===== src/rtl/assert_macros.svh =====
`ifndef ASSERT_MACROS_SVH
`define ASSERT_MACROS_SVH

// Property that must hold on every clock edge out of reset.
`define ASSERT_ALWAYS(lbl, clk, rst, expr, msg) \
  lbl: assert property (@(posedge clk) disable iff (rst) (expr)) else $error(msg);

// Same-cycle implication.
`define ASSERT_IMPLY(lbl, clk, rst, ante, cons, msg) \
  lbl: assert property (@(posedge clk) disable iff (rst) (ante) |-> (cons)) else $error(msg);

// Next-cycle implication.
`define ASSERT_NEXT(lbl, clk, rst, ante, cons, msg) \
  lbl: assert property (@(posedge clk) disable iff (rst) (ante) |=> (cons)) else $error(msg);

`endif


===== src/rtl/b64lw_pkg.sv =====
`default_nettype none

package b64lw_pkg;

  localparam int unsigned ADDR_W = 3;
  localparam logic [0:0]  REG_WRAP_GROUPS = 1'b0;
  localparam logic [5:0]  WRAP_GROUPS_RESET = 6'd19;

  localparam logic [7:0] CH_PAD = 8'h3D;
  localparam logic [7:0] CH_CR  = 8'h0D;
  localparam logic [7:0] CH_LF  = 8'h0A;

  // Index of the final character in a command: a group with or without CR LF.
  localparam logic [2:0] LAST_IDX_GROUP = 3'd3;
  localparam logic [2:0] LAST_IDX_WRAP  = 3'd5;

  typedef enum logic [1:0] {
    POS_EMPTY = 2'd0,
    POS_ONE   = 2'd1,
    POS_TWO   = 2'd2
  } pos_t;

  // One burst of up to six output characters, emitted in order chars[0..last_idx].
  typedef struct packed {
    logic [5:0][7:0] chars;
    logic [2:0]      last_idx;
    logic            last;
  } cmd_t;

  function automatic logic [7:0] sym(input logic [5:0] v);
    logic [7:0] c;
    case (v) inside
      [6'd0:6'd25]:  c = 8'h41 + {2'b00, v};
      [6'd26:6'd51]: c = 8'h61 + {2'b00, v} - 8'd26;
      [6'd52:6'd61]: c = 8'h30 + {2'b00, v} - 8'd52;
      6'd62:         c = 8'h2B;
      default:       c = 8'h2F;
    endcase
    return c;
  endfunction

endpackage

`default_nettype wire


===== src/rtl/b64lw_front.sv =====
`default_nettype none
`include "assert_macros.svh"

module b64lw_front (
  input  wire logic            clk,
  input  wire logic            rst,
  input  wire logic            in_valid,
  output logic                 in_ready,
  input  wire logic [7:0]      data_byte,
  input  wire logic            last_byte,
  input  wire logic [5:0]      wrap_groups,
  input  wire logic            q_full,
  output logic                 q_push,
  output b64lw_pkg::cmd_t      q_cmd
);
  import b64lw_pkg::*;

  pos_t       pos, pos_next;
  logic [7:0] held_a, held_a_next;
  logic [7:0] held_c, held_c_next;
  logic [5:0] line_cnt, line_cnt_next;
  logic       accept;
  logic [5:0] cnt_inc;
  logic       wrap;

  assign in_ready = !q_full;
  assign accept   = in_valid && in_ready;
  assign cnt_inc  = line_cnt + 6'd1;
  assign wrap     = (wrap_groups != 6'd0) && (cnt_inc >= wrap_groups);

  always_comb begin
    pos_next      = pos;
    held_a_next   = held_a;
    held_c_next   = held_c;
    line_cnt_next = line_cnt;
    q_push        = 1'b0;
    q_cmd         = '0;
    q_cmd.last    = last_byte;
    if (accept) begin
      case (pos)
        POS_TWO: begin
          q_push         = 1'b1;
          q_cmd.chars[0] = sym(held_a[7:2]);
          q_cmd.chars[1] = sym({held_a[1:0], held_c[7:4]});
          q_cmd.chars[2] = sym({held_c[3:0], data_byte[7:6]});
          q_cmd.chars[3] = sym(data_byte[5:0]);
          q_cmd.chars[4] = CH_CR;
          q_cmd.chars[5] = CH_LF;
          q_cmd.last_idx = wrap ? LAST_IDX_WRAP : LAST_IDX_GROUP;
          line_cnt_next  = wrap ? 6'd0 : cnt_inc;
          pos_next       = POS_EMPTY;
        end
        POS_ONE: begin
          held_c_next = data_byte;
          if (last_byte) begin
            q_push         = 1'b1;
            q_cmd.chars[0] = sym(held_a[7:2]);
            q_cmd.chars[1] = sym({held_a[1:0], data_byte[7:4]});
            q_cmd.chars[2] = sym({data_byte[3:0], 2'b00});
            q_cmd.chars[3] = CH_PAD;
            q_cmd.last_idx = LAST_IDX_GROUP;
          end else begin
            pos_next = POS_TWO;
          end
        end
        default: begin
          held_a_next = data_byte;
          if (last_byte) begin
            q_push         = 1'b1;
            q_cmd.chars[0] = sym(data_byte[7:2]);
            q_cmd.chars[1] = sym({data_byte[1:0], 4'b0000});
            q_cmd.chars[2] = CH_PAD;
            q_cmd.chars[3] = CH_PAD;
            q_cmd.last_idx = LAST_IDX_GROUP;
          end else begin
            pos_next = POS_ONE;
          end
        end
      endcase
      if (last_byte) begin
        pos_next      = POS_EMPTY;
        line_cnt_next = 6'd0;
      end
    end
  end

  always_ff @(posedge clk) begin
    if (rst) begin
      pos      <= POS_EMPTY;
      line_cnt <= 6'd0;
    end else begin
      pos      <= pos_next;
      line_cnt <= line_cnt_next;
    end
    held_a <= held_a_next;
    held_c <= held_c_next;
  end

  `ASSERT_NEXT(a_last_clears, clk, rst, accept && last_byte, (pos == POS_EMPTY) && (line_cnt == 6'd0), "line state not cleared after final byte")
  `ASSERT_IMPLY(a_push_on_group, clk, rst, q_push, (pos == POS_TWO) || last_byte, "burst pushed without a complete or final group")

endmodule

`default_nettype wire


===== src/rtl/b64lw_fifo.sv =====
`default_nettype none
`include "assert_macros.svh"

module b64lw_fifo #(
  parameter int unsigned Depth = 4
) (
  input  wire logic            clk,
  input  wire logic            rst,
  input  wire logic            push,
  input  wire b64lw_pkg::cmd_t push_cmd,
  output logic                 full,
  input  wire logic            pop,
  output logic                 empty,
  output b64lw_pkg::cmd_t      head
);
  import b64lw_pkg::*;

  localparam int unsigned PtrW = (Depth > 1) ? $clog2(Depth) : 1;
  localparam int unsigned CntW = $clog2(Depth + 1);

  cmd_t            mem [Depth];
  logic [PtrW-1:0] wr_ptr, rd_ptr;
  logic [CntW-1:0] count;
  logic            do_push, do_pop;

  assign full    = (count == CntW'(Depth));
  assign empty   = (count == '0);
  assign do_push = push && !full;
  assign do_pop  = pop && !empty;
  assign head    = mem[rd_ptr];

  function automatic logic [PtrW-1:0] bump(input logic [PtrW-1:0] p);
    return (p == PtrW'(Depth - 1)) ? '0 : p + 1'b1;
  endfunction

  always_ff @(posedge clk) begin
    if (rst) begin
      wr_ptr <= '0;
      rd_ptr <= '0;
      count  <= '0;
    end else begin
      if (do_push) wr_ptr <= bump(wr_ptr);
      if (do_pop)  rd_ptr <= bump(rd_ptr);
      if (do_push && !do_pop)      count <= count + 1'b1;
      else if (do_pop && !do_push) count <= count - 1'b1;
    end
  end

  always_ff @(posedge clk) begin
    if (do_push) mem[wr_ptr] <= push_cmd;
  end

  `ASSERT_ALWAYS(a_count_range, clk, rst, count <= CntW'(Depth), "queue count above depth")
  `ASSERT_NEXT(a_count_up, clk, rst, do_push && !do_pop, count == $past(count) + 1'b1, "queue count missed a push")

endmodule

`default_nettype wire


===== src/rtl/b64lw_back.sv =====
`default_nettype none
`include "assert_macros.svh"

module b64lw_back (
  input  wire logic            clk,
  input  wire logic            rst,
  input  wire logic            q_empty,
  input  wire b64lw_pkg::cmd_t q_head,
  output logic                 q_pop,
  output logic                 out_valid,
  input  wire logic            out_ready,
  output logic [7:0]           out_char,
  output logic                 last_char
);
  import b64lw_pkg::*;

  logic [2:0] idx, idx_next;
  logic       at_end;

  assign out_valid = !q_empty;
  assign at_end    = (idx == q_head.last_idx);
  assign out_char  = q_head.chars[idx];
  assign last_char = q_head.last && at_end;
  assign q_pop     = out_valid && out_ready && at_end;

  always_comb begin
    idx_next = idx;
    if (out_valid && out_ready) idx_next = at_end ? 3'd0 : idx + 3'd1;
  end

  always_ff @(posedge clk) begin
    if (rst) idx <= 3'd0;
    else     idx <= idx_next;
  end

  `ASSERT_IMPLY(a_idx_in_burst, clk, rst, out_valid, idx <= q_head.last_idx, "character index past end of burst")
  `ASSERT_NEXT(a_idx_restart, clk, rst, q_pop, idx == 3'd0, "index not rewound after burst")

endmodule

`default_nettype wire


===== src/rtl/base64_encoder_line_wrap.sv =====
// Streaming base64 encoder with CR LF line wrap.
// Input channel (in_valid/in_ready): one raw byte per beat in data_byte, with
// last_byte set on the final byte of a message. Output channel
// (out_valid/out_ready): one ASCII character per beat in out_char, with
// last_char on the final character of the encoded message.
// Every third byte, and every final byte, produces a burst of 4 characters
// (6 when CR LF closes the line); other bytes produce nothing. Each burst
// is registered into the queue; its characters go out from the queue head.
// The output emits one character per cycle while out_ready is high and the
// queue holds a burst, so sustained intake is set by the output port. A
// FifoDepth-deep burst queue sits between the byte front end and the
// character serializer; bytes are taken at one per cycle while the queue
// has room, and in_ready drops only when it is full.
// wrap_groups (APB, address 0, reset 19) sets groups per line; 0 turns wrap
// off. Write it only while idle.
// Reset clears the byte position, the line count and the queue; when the
// receiver stalls the current character holds and the queue fills.
`default_nettype none

module base64_encoder_line_wrap #(
  parameter int unsigned FifoDepth = 4
) (
  input  wire logic                         clk,
  input  wire logic                         rst,
  input  wire logic                         psel,
  input  wire logic                         penable,
  input  wire logic                         pwrite,
  input  wire logic [b64lw_pkg::ADDR_W-1:0] paddr,
  input  wire logic [31:0]                  pwdata,
  output logic [31:0]                       prdata,
  output logic                              pready,
  input  wire logic                         in_valid,
  output logic                              in_ready,
  input  wire logic [7:0]                   data_byte,
  input  wire logic                         last_byte,
  output logic                              out_valid,
  input  wire logic                         out_ready,
  output logic [7:0]                        out_char,
  output logic                              last_char
);
  import b64lw_pkg::*;

  logic [5:0] wrap_groups;
  logic       reg_hit;
  cmd_t       push_cmd, head;
  logic       push, full, pop, empty;

  assign pready  = 1'b1;
  assign reg_hit = (paddr[2] == REG_WRAP_GROUPS);
  assign prdata  = reg_hit ? {26'd0, wrap_groups} : 32'd0;

  always_ff @(posedge clk) begin
    if (rst) begin
      wrap_groups <= WRAP_GROUPS_RESET;
    end else if (psel && penable && pwrite && pready && reg_hit) begin
      wrap_groups <= pwdata[5:0];
    end
  end

  b64lw_front u_front (
    .clk        (clk),
    .rst        (rst),
    .in_valid   (in_valid),
    .in_ready   (in_ready),
    .data_byte  (data_byte),
    .last_byte  (last_byte),
    .wrap_groups(wrap_groups),
    .q_full     (full),
    .q_push     (push),
    .q_cmd      (push_cmd)
  );

  b64lw_fifo #(
    .Depth(FifoDepth)
  ) u_fifo (
    .clk     (clk),
    .rst     (rst),
    .push    (push),
    .push_cmd(push_cmd),
    .full    (full),
    .pop     (pop),
    .empty   (empty),
    .head    (head)
  );

  b64lw_back u_back (
    .clk      (clk),
    .rst      (rst),
    .q_empty  (empty),
    .q_head   (head),
    .q_pop    (pop),
    .out_valid(out_valid),
    .out_ready(out_ready),
    .out_char (out_char),
    .last_char(last_char)
  );

endmodule

`default_nettype wire


===== config.mk =====
export PLATFORM = sky130hd
export DESIGN_NAME = base64_encoder_line_wrap
export DESIGN_NICKNAME = d
export VERILOG_FILES = /design/src/rtl/b64lw_pkg.sv /design/src/rtl/b64lw_front.sv /design/src/rtl/b64lw_fifo.sv /design/src/rtl/b64lw_back.sv /design/src/rtl/base64_encoder_line_wrap.sv
export VERILOG_INCLUDE_DIRS = /design/src /design/src/rtl
export SDC_FILE = /design/constraint.sdc
export NUM_CORES = 1
export LEC_CHECK = 0
export BUFFER_PORTS_ARGS = -buffer_cell sky130_fd_sc_hd__buf_2
export CAP_MARGIN = 5
export CORE_MARGIN = 3
export CORE_UTILIZATION = 40
export CTS_CLUSTER_DIAMETER = 200
export CTS_CLUSTER_SIZE = 20
export DETAILED_ROUTE_END_ITERATION = 8
export PLACE_DENSITY = 0.62
export SYNTH_ARGS = -nofsm -noshare
export SYNTH_HDL_FRONTEND = slang
export SYNTH_HIERARCHICAL = 1
export SYNTH_SLANG_ARGS = --single-unit

===== constraint.sdc =====
create_clock -name clk -period 3.7 [get_ports clk]
set_input_delay 0.185 -clock clk [delete_from_list [all_inputs] [get_ports clk]]
set_output_delay 0.185 -clock clk [all_outputs]
set_load 0.01 [all_outputs]

==> results of run 1 <==
## metal layers
layer,track usage (%),part of all wire (%),vias up,routed length (um)
met5,0,0,-,0
met4,3.05,1.5,0,491
met3,1.93,5.4,42,1720
li1,-,-,4219,-
met1,25.5,46,4539,14600
met2,28.5,47,283,15100
## repair_timing
action | 4_1_cts | 5_1_grt
hold buffers | 7 | 0
resized for setup | 0 | 0
setup buffers | 0 | 0
endpoints found under the setup margin | 0 | 0
hold endpoints to repair | 7 | 0
## cells by family (layout without fill, tap and decap cells)
family	count (synthesis)	in the layout	synth area share, %
and+or+nand+nor	274	274	10.2
AOI/OAI and AO/OA	253	253	12.8
DFF	250	250	52.6
buffers and inverters	147	150	5.78
muxes	90	90	11.3
adders and majority gates	57	57	5.23
xor gates and xnor gates	30	30	2.02
other	3	38	0.0818
## critical path: cells and delay by family, from the launching register on
kind / cells / cell delay [ps]
adders and majority gates: 2 / 600
AOI/OAI and AO/OA: 2 / 360
buffers and inverters: 4 / 580
DFF: 1 / 460
xor gates and xnor gates: 1 / 160
and+or+nand+nor: 4 / 1110
## cells in the mapped netlist (5+ instances only)
cell and instances:
buf_2 14, ha_1 56, and2_1 13, a31oi_1 24, o21ai_1 6, nor2b_1 15, xnor2_1 16, or2_2 6
a211oi_1 11, and3_1 5, a22oi_1 5, nand2_1 77, dfxtp_1 26, mux4_2 52, nor3_1 17, clkbuf_1 29
mux2i_1 37, nand3_1 25, a21o_1 10, o211ai_1 18, a221oi_1 5, xor2_1 12, edfxtp_1 224, and2b_2 6
nand2b_1 13, nor2_1 53, o31ai_1 7, inv_1 41, buf_4 53, or3_1 9, o221ai_1 13, o21ai_0 37
o22ai_1 8, nand4_1 6, a21oi_1 54
## registers in the layout, indices dropped and copies added, names as in the netlist, 3 cells and up, named ones only
name	cells
u_fifo/mem	208
u_front/held_a	8
u_front/held_c	8
u_front/line_cnt	6
wrap_groups	6
u_back/idx	3
u_fifo/count	3
## per-stage QoR
stage | utilization (%) | instances | worst slack, ps | power, uW
floorplan | - | 1139 | 567 | 4250
global placement | 42.5 | 1555 | 482 | 4580
detailed placement | 42.5 | 1555 | 405 | 4600
CTS | 44.1 | 1590 | 361 | 6360
global route | 44.1 | 1590 | 4.24 | 6600
finish | 44.1 | 1590 | 337 | 6310
## path summary, 6_finish.rpt
| path | start | to | slack (ps) |
|---|---|---|---|
| worst min register to register | u_front/line_cnt[5]$_SDFFE_PP0P_ | u_front/line_cnt[5]$_SDFFE_PP0P_ | 480 |
| worst max-delay path | u_fifo/count[0]$_SDFFE_PP0P_ | u_fifo/count[2]$_SDFFE_PP0P_ | 340 |
| worst min-delay path | data_byte[3] | u_front/held_c[3]$_DFFE_PP_ | 20 |
| worst max register to register | u_fifo/count[0]$_SDFFE_PP0P_ | u_fifo/count[2]$_SDFFE_PP0P_ | 340 |
## where the power goes
part | switching (uW) | internal [uW] | total [uW]
clock | 895 | 867 | 1760
combinational | 770 | 462 | 1230
sequential | 73.0 | 3240 | 3310
## final cells by class
cell class | instances | area (um^2)
clock buffers | 27 | 463
clock inverters | 1 | 11.3
fillers | 3102 | 18800
inverters | 44 | 170
multi-input cells | 742 | 5860
flip-flops and latches | 250 | 7250
well taps | 448 | 561
repair buffers | 78 | 556
==> summary.md, run 1 <==
| Metric | Value |
|---|---|
| Status | complete, no violations |
| Clock Sinks | 250 |
| Buffer depth of the longest clock path | 3 |
| Most common cell after layout, fill and taps aside | edfxtp_1 |
| Number of library cell types mapped by synthesis | 91 |
| CTS root buf | clkbuf_16 |
| Crit-path cells | or3b_1 -> clkinv_4 -> nor2b_1 -> o21ai_1 -> inv_1 -> inv_1 -> nor2_2 -> ha_1 -> inv_1 -> fa_1 -> xor2_1 -> or3_2 -> a21oi_1 |
| Dominant synthesized flop cell | edfxtp_1 |
| Top area cells in the synthesized netlist | edfxtp_1 (49%), mux4_2 (8.5%), ha_1 (5.1%) |
| Final TNS setup | 0 ps |
| Initial Util | approximately two fifths |
| Layout overhead on the synthesized area | 7.99% |
| CTS tree | built |
| Vias in the first global route | 8753 |
| Hold Path Depth | 1 |
| WP data required | 4120 ps |
| Worst-margin pin slew | between 900 and 1000 ps |
| Die width | between 150 and 200 um |
| Total of max-cap violations | 0 |
| CP Capture Type | flop |
| Initial antenna violation count | 0 |
| Share of cells above drive strength 1 | between 10% and 20% |
| Clock latency on the worst-skew pair | 510 ps |
| Post-route ant nets | 0 |
| Std-Cell Rows | between 60 and 70 |
| Congestion Overflow GR | 0 |
| Worst path slowest cell | dfxtp_1 |
| Fin Clk Skew | 28.5 ps |
| CP Max Fanout | 11 |
| Slew Limit Fails | 0 |
| DP HPWL | about 22 mm |
| Final setup fails | 0 |
| Startpoint Class | flop |
| Tcrit/Tclk final | 90.9% |
| Placed Instance Area | 0.0143 mm^2 |
| Std-Cell Core Area | 0.0337 mm^2 |
| Period minus WS final | around 3400 ps |
| Antenna Cells | 0 |
| Peak supply drop | about 0.00031 V |
| CP max stage delay | roughly 460 ps |
| First-pass GRT wire length | 50.4 mm |
| Initial drt markers | 834 |
| Vias | ~9100 |
| Pleak | just over 0.005 uW |
| Aggregate global-route resource usage | approximately 17% |
| Total Nets Final | 1240 |
| WL final | roughly 32 mm |
| Number of synthesized flops with an enable pin | between 200 and 250 |
| Die area | ~0.037 mm^2 |
| Crit Path Class | reg2reg |
| Clk slew on worst S/H paths | roughly 80 ps |
| Register-to-Register Path Depth | 13 |
| Mapped Cells | approximately 1100 |
| TritonRoute pass-1 iters | 6 |
| Post-synthesis register bit count | 250 |
| IO Count | 95 |
| H-tree depth | 1 |
| Largest area contributor in the netlist | edfxtp_1 |
| Mapped cell area | 0.0138 mm^2 |
| Arrival @ worst endpoint | ~3800 ps |
| Hold slack | approximately 22 ps |
| Ys Warns | 6 |
| Share of the synthesized area in the top cell type | just under 50% |
| RSZ-0062 raised after global routing | false |
| Highest Clock Rate | slightly below 300 MHz |
| Async set-reset flop share out of synthesis | 0% |
| Remaining DRCs | 0 |
| Seq/Total Area, Yosys | 52.6% |
| Via density | between 5 and 6 |
| Syn avg cell area | between 10 and 15 um^2 |
| Relative slew slack | 39.3% |
| Most frequent cells in the layout | edfxtp_1 (224), nand2_1 (77), ha_1 (56) |
| Placer Congestion | between 0.9 and 1 |
| Largest net degree at the start of global routing | 53 |
| Routed len/inst | 20.0 um |
| CTS Buf Count | 16 |
| Worst hold path class | in2reg |
| Hold Fails Final Rpt | 0 |
| Die Y | 192 um |
| Cell mode on critical path | inv_1 |
| PortBufs | 39 |
| Pwr Density | around 420 mW/mm^2 |
| Fin area | about 0.015 mm^2 |
No activity file was read; power rests on OpenSTA's default activity.
==> inputs of run 2 (changes only) <==
--- a/config.mk
+++ b/config.mk
@@ -15,4 +15,5 @@
 export DETAILED_ROUTE_END_ITERATION = 8
 export PLACE_DENSITY = 0.62
+export REMOVE_ABC_BUFFERS = 1
 export SYNTH_ARGS = -nofsm -noshare
 export SYNTH_HDL_FRONTEND = slang
==> constraint.sdc (replaced) <==
create_clock -name clk -period 3.7 [get_ports clk]
set_input_delay 0.555 -clock clk [delete_from_list [all_inputs] [get_ports clk]]
set_output_delay 0.555 -clock clk [all_outputs]
set_load 0.01 [all_outputs]
==> run 2 against run 1 <==
  * Largest cell class unchanged
  * Clock power about the same
  * Power is 0.27% higher
  * Critical path type is now reg2out
  * Via count shrank 0.92%
  * Critical endpoint is now out_char[2]
==> summary.md, run 2 (synthesized netlist as in run 1, its figures left out) <==
| Metric | Value |
|---|---|
| Remaining DRCs | 0 |
| Worst-margin pin slew | 827 ps |
| CP max stage delay | 570 ps |
| Hold Crit Start | pwdata[0] |
| Share of cells above drive strength 1 | approximately 17% |
| Die Y | 192 um |
| Most flops, register | u_fifo/mem |
| Reg2reg start | u_fifo/count[0]$_SDFFE_PP0P_ |
| R2R setup slack | about 450 ps |
| CP Max Fanout | 43 |
| WP data required | 3140 ps |
| Total Nets Final | 1248 |
| Layout overhead on the synthesized area | 8.30% |
| CTS Buf Count | 16 |
| Post-CTS Hold Buffers | 0 |
| Placer Congestion | ~0.9 |
| Arrival @ worst endpoint | ~2800 ps |
| Max reg flops | ~210 |
| Status | complete, no violations |
| Peak supply drop | between 0.0003 and 0.0004 V |
| Crit Path Class | reg2out |
| Fin Clk Skew | between 20 and 25 ps |
| Std-Cell Core Area | 0.0337 mm^2 |
| Crit-path cells | buf_4 -> mux4_2 -> mux2i_1 -> o221ai_1 -> buf_2 |
| Tcrit/Tclk final | between 80% and 90% |
| Pleak | slightly above 0.005 uW |
| First-pass GRT wire length | just over 50 mm |
| CP Capture Type | output pin |
| WHS Endpoint | wrap_groups[0]$_SDFFE_PP1P_ |
| Most frequent cells in the layout | edfxtp_1 (224), nand2_1 (77), ha_1 (56) |
| Worst path slowest cell | buf_4 |
| Std-Cell Rows | 67 |
| Post-route ant nets | 0 |
| Hold Path Depth | 3 |
| Initial drt markers | just under 800 |
| Clock Sinks | 250 |
| Reg2Reg Capture Point | u_fifo/count[2]$_SDFFE_PP0P_ |
| TritonRoute pass-1 iters | 5 |
| Relative slew slack | about 44% |
| Period minus WS final | 3320 ps |
| DP HPWL | between 20 and 25 mm |
| Congestion Overflow GR | 0 |
| H-tree depth | 1 |
| Register-to-Register Path Depth | 13 |
| IO Count | 95 |
| Via density | between 5 and 6 |
| Buffer depth of the longest clock path | 3 |
| # fillers | 3119 |
| Vias in the first global route | 8751 |
| Slew Limit Fails | 0 |
| Final setup fails | 0 |
| Highest Clock Rate | 301 MHz |
| Final Core Density | ~44% |
| Biggest regs | u_fifo/mem: 208 flops, u_front/held_a: 8 flops, u_front/held_c: 8 flops |
| Aggregate global-route resource usage | between 10% and 20% |
| Pwr Density | around 420 mW/mm^2 |
| Placed Instance Area | approximately 0.014 mm^2 |
| Total of max-cap violations | 0 |
| Setup Fix Bufs, Post-CTS | 0 |
| Fin area | between 0.01 and 0.015 mm^2 |
| RSZ-0062 raised after global routing | false |
| Clock latency on the worst-skew pair | around 500 ps |
| Hold Fails Final Rpt | 0 |
| Most common cell after layout, fill and taps aside | edfxtp_1 |
| Vias | 8999 |
| Startpoint Class | flop |
| Post_cts resized | 0 |
| WL final | around 32 mm |
| PortBufs | 39 |
| Worst hold path class | in2reg |
| CTS root buf | clkbuf_16 |
| CTS tree | built |
| Clk slew on worst S/H paths | around 90 ps |
| Design Power | roughly 6300 uW |
| Initial antenna violation count | 0 |
| Routed len/inst | between 20 and 25 um |
| Initial Util | between 40% and 50% |
| Die area | 0.0367 mm^2 |
| Largest net degree at the start of global routing | 44 |
| Die width | 192 um |
| Antenna Cells | 0 |
## run 2: cell type report
| cell class | instances | area [um^2] | area share, % |
|---|---|---|---|
| sequential | 250 | 7250 | 48.6 |
| clock inverter | 1 | 11.3 | 0.0755 |
| tap | 448 | 561 | 3.76 |
| multi-input combinational | 742 | 5860 | 39.3 |
| clock buffer | 27 | 463 | 3.10 |
| timing repair buffer | 86 | 598 | 4.01 |
| inverter | 44 | 170 | 1.14 |
## run 2: power by group
part / switching, uW / internal, uW / total, uW
clock: 900 / 867 / 1770
combinational: 768 / 470 / 1240
sequential: 78.9 / 3240 / 3320
## run 2: stage by stage
stage | setup WS, ps | std cells | TNS, ps | hold slack [ps]
after floorplan | -1150 | 1036 | -5220 | 442
after global placement | 464 | 1570 | 0 | 457
after detailed placement | 383 | 1570 | 0 | 465
after CTS | 282 | 1598 | 0 | 295
after global routing | 79.2 | 1598 | 0 | 313
final | 382 | 1598 | 0 | 304
## run 2: how the worst max path moves through the flow
stage                                            start                      endpoint  slack (ps)  cells past startpoint
after floorplan                                   flop  u_fifo/count[2]$_SDFFE_PP0P_       -1150                     11
after global placement                    data_byte[2]   u_fifo/mem[0][30]$_DFFE_PP_         460                      9
after detailed placement                  data_byte[2]   u_fifo/mem[1][10]$_DFFE_PP_         380                      9
after CTS                                         flop                   out_char[2]         280                      5
after global routing      u_fifo/count[0]$_SDFFE_PP0P_  u_fifo/count[2]$_SDFFE_PP0P_          80                     13
final                                             flop                   out_char[2]         380                      5
## run 2: metal layers
layer | wire length [um] | vias up | GRT usage, %
met2 | 15000 | 290 | 28.0
li1 | - | 4226 | -
met4 | 729 | 0 | 4.15
met1 | 14300 | 4438 | 24.8
met3 | 2010 | 45 | 3.12
met5 | 0 | - | 0
## run 2: worst max-delay path: cells and delay by family, from the launching register on
kind	cells	cell delay, ps
DFF	1	490
AOI/OAI and AO/OA	1	240
buffers and inverters	2	760
muxes	2	760
==> inputs of run 3 (changes only) <==
==> constraint.sdc (replaced) <==
create_clock -name clk -period 3.7 [get_ports clk]
set_input_delay 0.185 -clock clk [delete_from_list [all_inputs] [get_ports clk]]
set_output_delay 0.185 -clock clk [all_outputs]
set_load 0.01 [all_outputs]
==> run 3 against run 2 <==
  * Via count rose by 0.27%
  * Setup slack gained 9.7 ps
  * Global-route usage down 0.36 points
  * Worst hold slack got worse by 270 ps
  * Sequential cell count unchanged
  * Register-to-register slack worse by 60 ps
  * Power about the same
  * Utilization is 0.17 points lower
  * Final area fell by 0.39%
  * Maximum frequency up 0.29%
  * Wire length shrank 2.2%
  * Sequential share of layout area rose by 0.19 points
  * Critical path type is now reg2reg
  * Highest routed layer unchanged
==> summary.md, run 3 (synthesized netlist as in run 1, its figures left out) <==
| Metric | Value |
|---|---|
| Tcrit/Tclk final | between 80% and 90% |
| Post-place setup slack | between 400 and 500 ps |
| Hold Fails Final Rpt | 0 |
| CTS Buf Count | 16 |
| Reg2reg start | u_fifo/count[0]$_SDFFE_PP0P_ |
| Crit Path Class | reg2reg |
| Net Sw Frac | 27.7% |
| Pwr Density | ~430 mW/mm^2 |
| Internal power | approximately 4600 uW |
| Final std cells w/o fill | about 1600 |
| Highest Clock Rate | about 300 MHz |
| Die Y | between 150 and 200 um |
| Hold slack | between 30 and 40 ps |
| IO Count | 95 |
| Peak supply drop | ~0.00032 V |
| CP Max Fanout | 11 |
| Worst Path Buf+Inv | 4 |
| Total Nets Final | 1238 |
| Clock network power share | roughly 28% |
| Initial drt markers | roughly 900 |
| Via density | 5.68 |
| Worst hold path class | in2reg |
| Post-route ant nets | 0 |
| Std-Cell Rows | 67 |
| Die area | 0.0367 mm^2 |
| Congestion Overflow GR | 0 |
| Crit path from | u_fifo/count[0]$_SDFFE_PP0P_ |
| DP HPWL | 21.0 mm |
| CP Capture Type | flop |
| CTS tree | built |
| Fin Clk Skew | 15.3 ps |
| Share of cells above drive strength 1 | about 16% |
| Reg2Reg Capture Point | u_fifo/count[2]$_SDFFE_PP0P_ |
| Placed Cells incl. Taps | around 1600 |
| Fin area | 0.0149 mm^2 |
| TritonRoute pass-1 iters | 5 |
| Buffer depth of the longest clock path | 3 |
| WP depth | 13 |
| WL final | approximately 31 mm |
| Crit-path cells | or3b_1 -> clkinv_4 -> nor2b_1 -> o21ai_1 -> inv_1 -> inv_1 -> nor2_2 -> ha_1 -> inv_1 -> fa_1 -> xor2_1 -> or3_2 -> a21oi_1 |
| CP max stage delay | between 400 and 500 ps |
| Startpoint Class | flop |
| Most flops, register | u_fifo/mem |
| Aggregate global-route resource usage | 17.1% |
| Std-Cell Core Area | 0.0337 mm^2 |
| Setup Fix Bufs, Post-CTS | 0 |
| Clock latency on the worst-skew pair | around 500 ps |
| Most common cell after layout, fill and taps aside | edfxtp_1 |
| Critical Path Sink | u_fifo/count[2]$_SDFFE_PP0P_ |
| Initial antenna violation count | 0 |
| Multi-input logic area | between 0.005 and 0.006 mm^2 |
| Clk slew on worst S/H paths | approximately 90 ps |
| Layout overhead on the synthesized area | 7.89% |
| Reg power frac | approximately 53% |
| CP delay by family, top | simple AND/OR/NAND/NOR gates |
| Arrival @ worst endpoint | between 3000 and 4000 ps |
| Comb pwr share | 19.4% |
| Design Power | roughly 6300 uW |
| Net load switching power | ~1800 uW |
| Worst path slowest cell | dfxtp_1 |
| Clock Sinks | 250 |
| Register area | between 0.007 and 0.008 mm^2 |
| Placed Instance Area | around 0.014 mm^2 |
| Worst-margin pin slew | 962 ps |
| Final setup fails | 0 |
| RSZ-0062 raised after global routing | false |
| Vias | between 9000 and 10000 |
| Pleak | 0.00513 uW |
| CTS root buf | clkbuf_16 |
| Max reg flops | 208 |
| Status | complete, no violations |
| R2R setup slack | 390 ps |
| # fillers | between 3000 and 4000 |
| H-tree depth | 1 |
| Slew Limit Fails | 0 |
| Remaining DRCs | 0 |
| Relative slew slack | a little over a third |
| Vias in the first global route | about 8600 |
| Biggest regs | u_fifo/mem: 208 flops, u_front/held_a: 8 flops, u_front/held_c: 8 flops |
| PortBufs | 39 |
| Total of max-cap violations | 0 |
| First-pass GRT wire length | between 40 and 50 mm |
| Most frequent cells in the layout | edfxtp_1 (224), nand2_1 (77), ha_1 (56) |
| Largest net degree at the start of global routing | 53 |
| Final setup margin | between 300 and 400 ps |
| Die width | 192 um |
| Period minus WS final | approximately 3300 ps |
| Post_cts resized | 0 |
| WP data required | 4120 ps |
| Placer Congestion | slightly above 0.9 |
| Cell mode on critical path | inv_1 |
| Routed len/inst | about 20 um |
| Antenna Cells | 0 |
| Initial Util | roughly 40% |
| Register-to-Register Path Depth | 13 |
==> run 3: changes by cell type in the layout (fill, tap and decap cells not counted) <==
| cell | previous run | this run |
|---|---|---|
| buf_4 | 43 | 26 |
| dlygate4sd3_1 | 0 | 7 |
==> run 3: worst min-delay path by stage <==
| stage | end | cells past startpoint | start | slack [ps] |
|---|---|---|---|---|
| floorplan | u_back/idx[2]$_SDFFE_PP0P_ | 1 | rst | 250 |
| global placement | u_front/held_c[2]$_DFFE_PP_ | 1 | data_byte[2] | 440 |
| detailed placement | u_front/held_c[2]$_DFFE_PP_ | 1 | data_byte[2] | 440 |
| CTS | u_front/held_a[7]$_DFFE_PP_ | 1 | data_byte[7] | 20 |
| global route | u_front/held_a[7]$_DFFE_PP_ | 1 | data_byte[7] | 10 |
| finish | u_front/held_a[7]$_DFFE_PP_ | 1 | data_byte[7] | 30 |
==> run 3: layout make-up <==
class                   count  share of cell area (%)
well taps                 448                    3.77
multi-input cells         742                    39.4
flip-flops and latches    250                    48.8
clock buffers              27                    3.12
clock inverters             1                  0.0758
repair buffers             76                    3.64
inverters                  44                    1.15
==> run 3: repair_timing <==
item,CTS,global route
endpoints found under the hold margin,7,0
hold buffers,7,0
endpoints found under the setup margin,0,0
==> run 3: routing by layer <==
metal  track usage (%)  share of wire (%)  vias up  wire length [um]
li1                  -                  -     4200                 -
met1              24.8                 46     4495             14300
met2              27.5                 47      282             14600
met3              2.49                5.6       46              1740
met4              3.67                1.9        0               597
met5                 0                  0        -                 0
==> run 3: per-stage QoR <==
stage	util [%]	setup TNS [ps]
after global placement	42.5	0
after floorplan	-	-3830
final	44.1	0
after global routing	44.1	0
after detailed placement	42.5	0
after CTS	44.1	0
==> run 3: power groups by stage <==
stage	clock, uW	combinational [uW]	sequential [uW]
detailed placement	0	1210	3380
global route	1950	1340	3330
finish	1780	1220	3320
global placement	0	1210	3380
CTS	1840	1220	3320
floorplan	0	767	3390
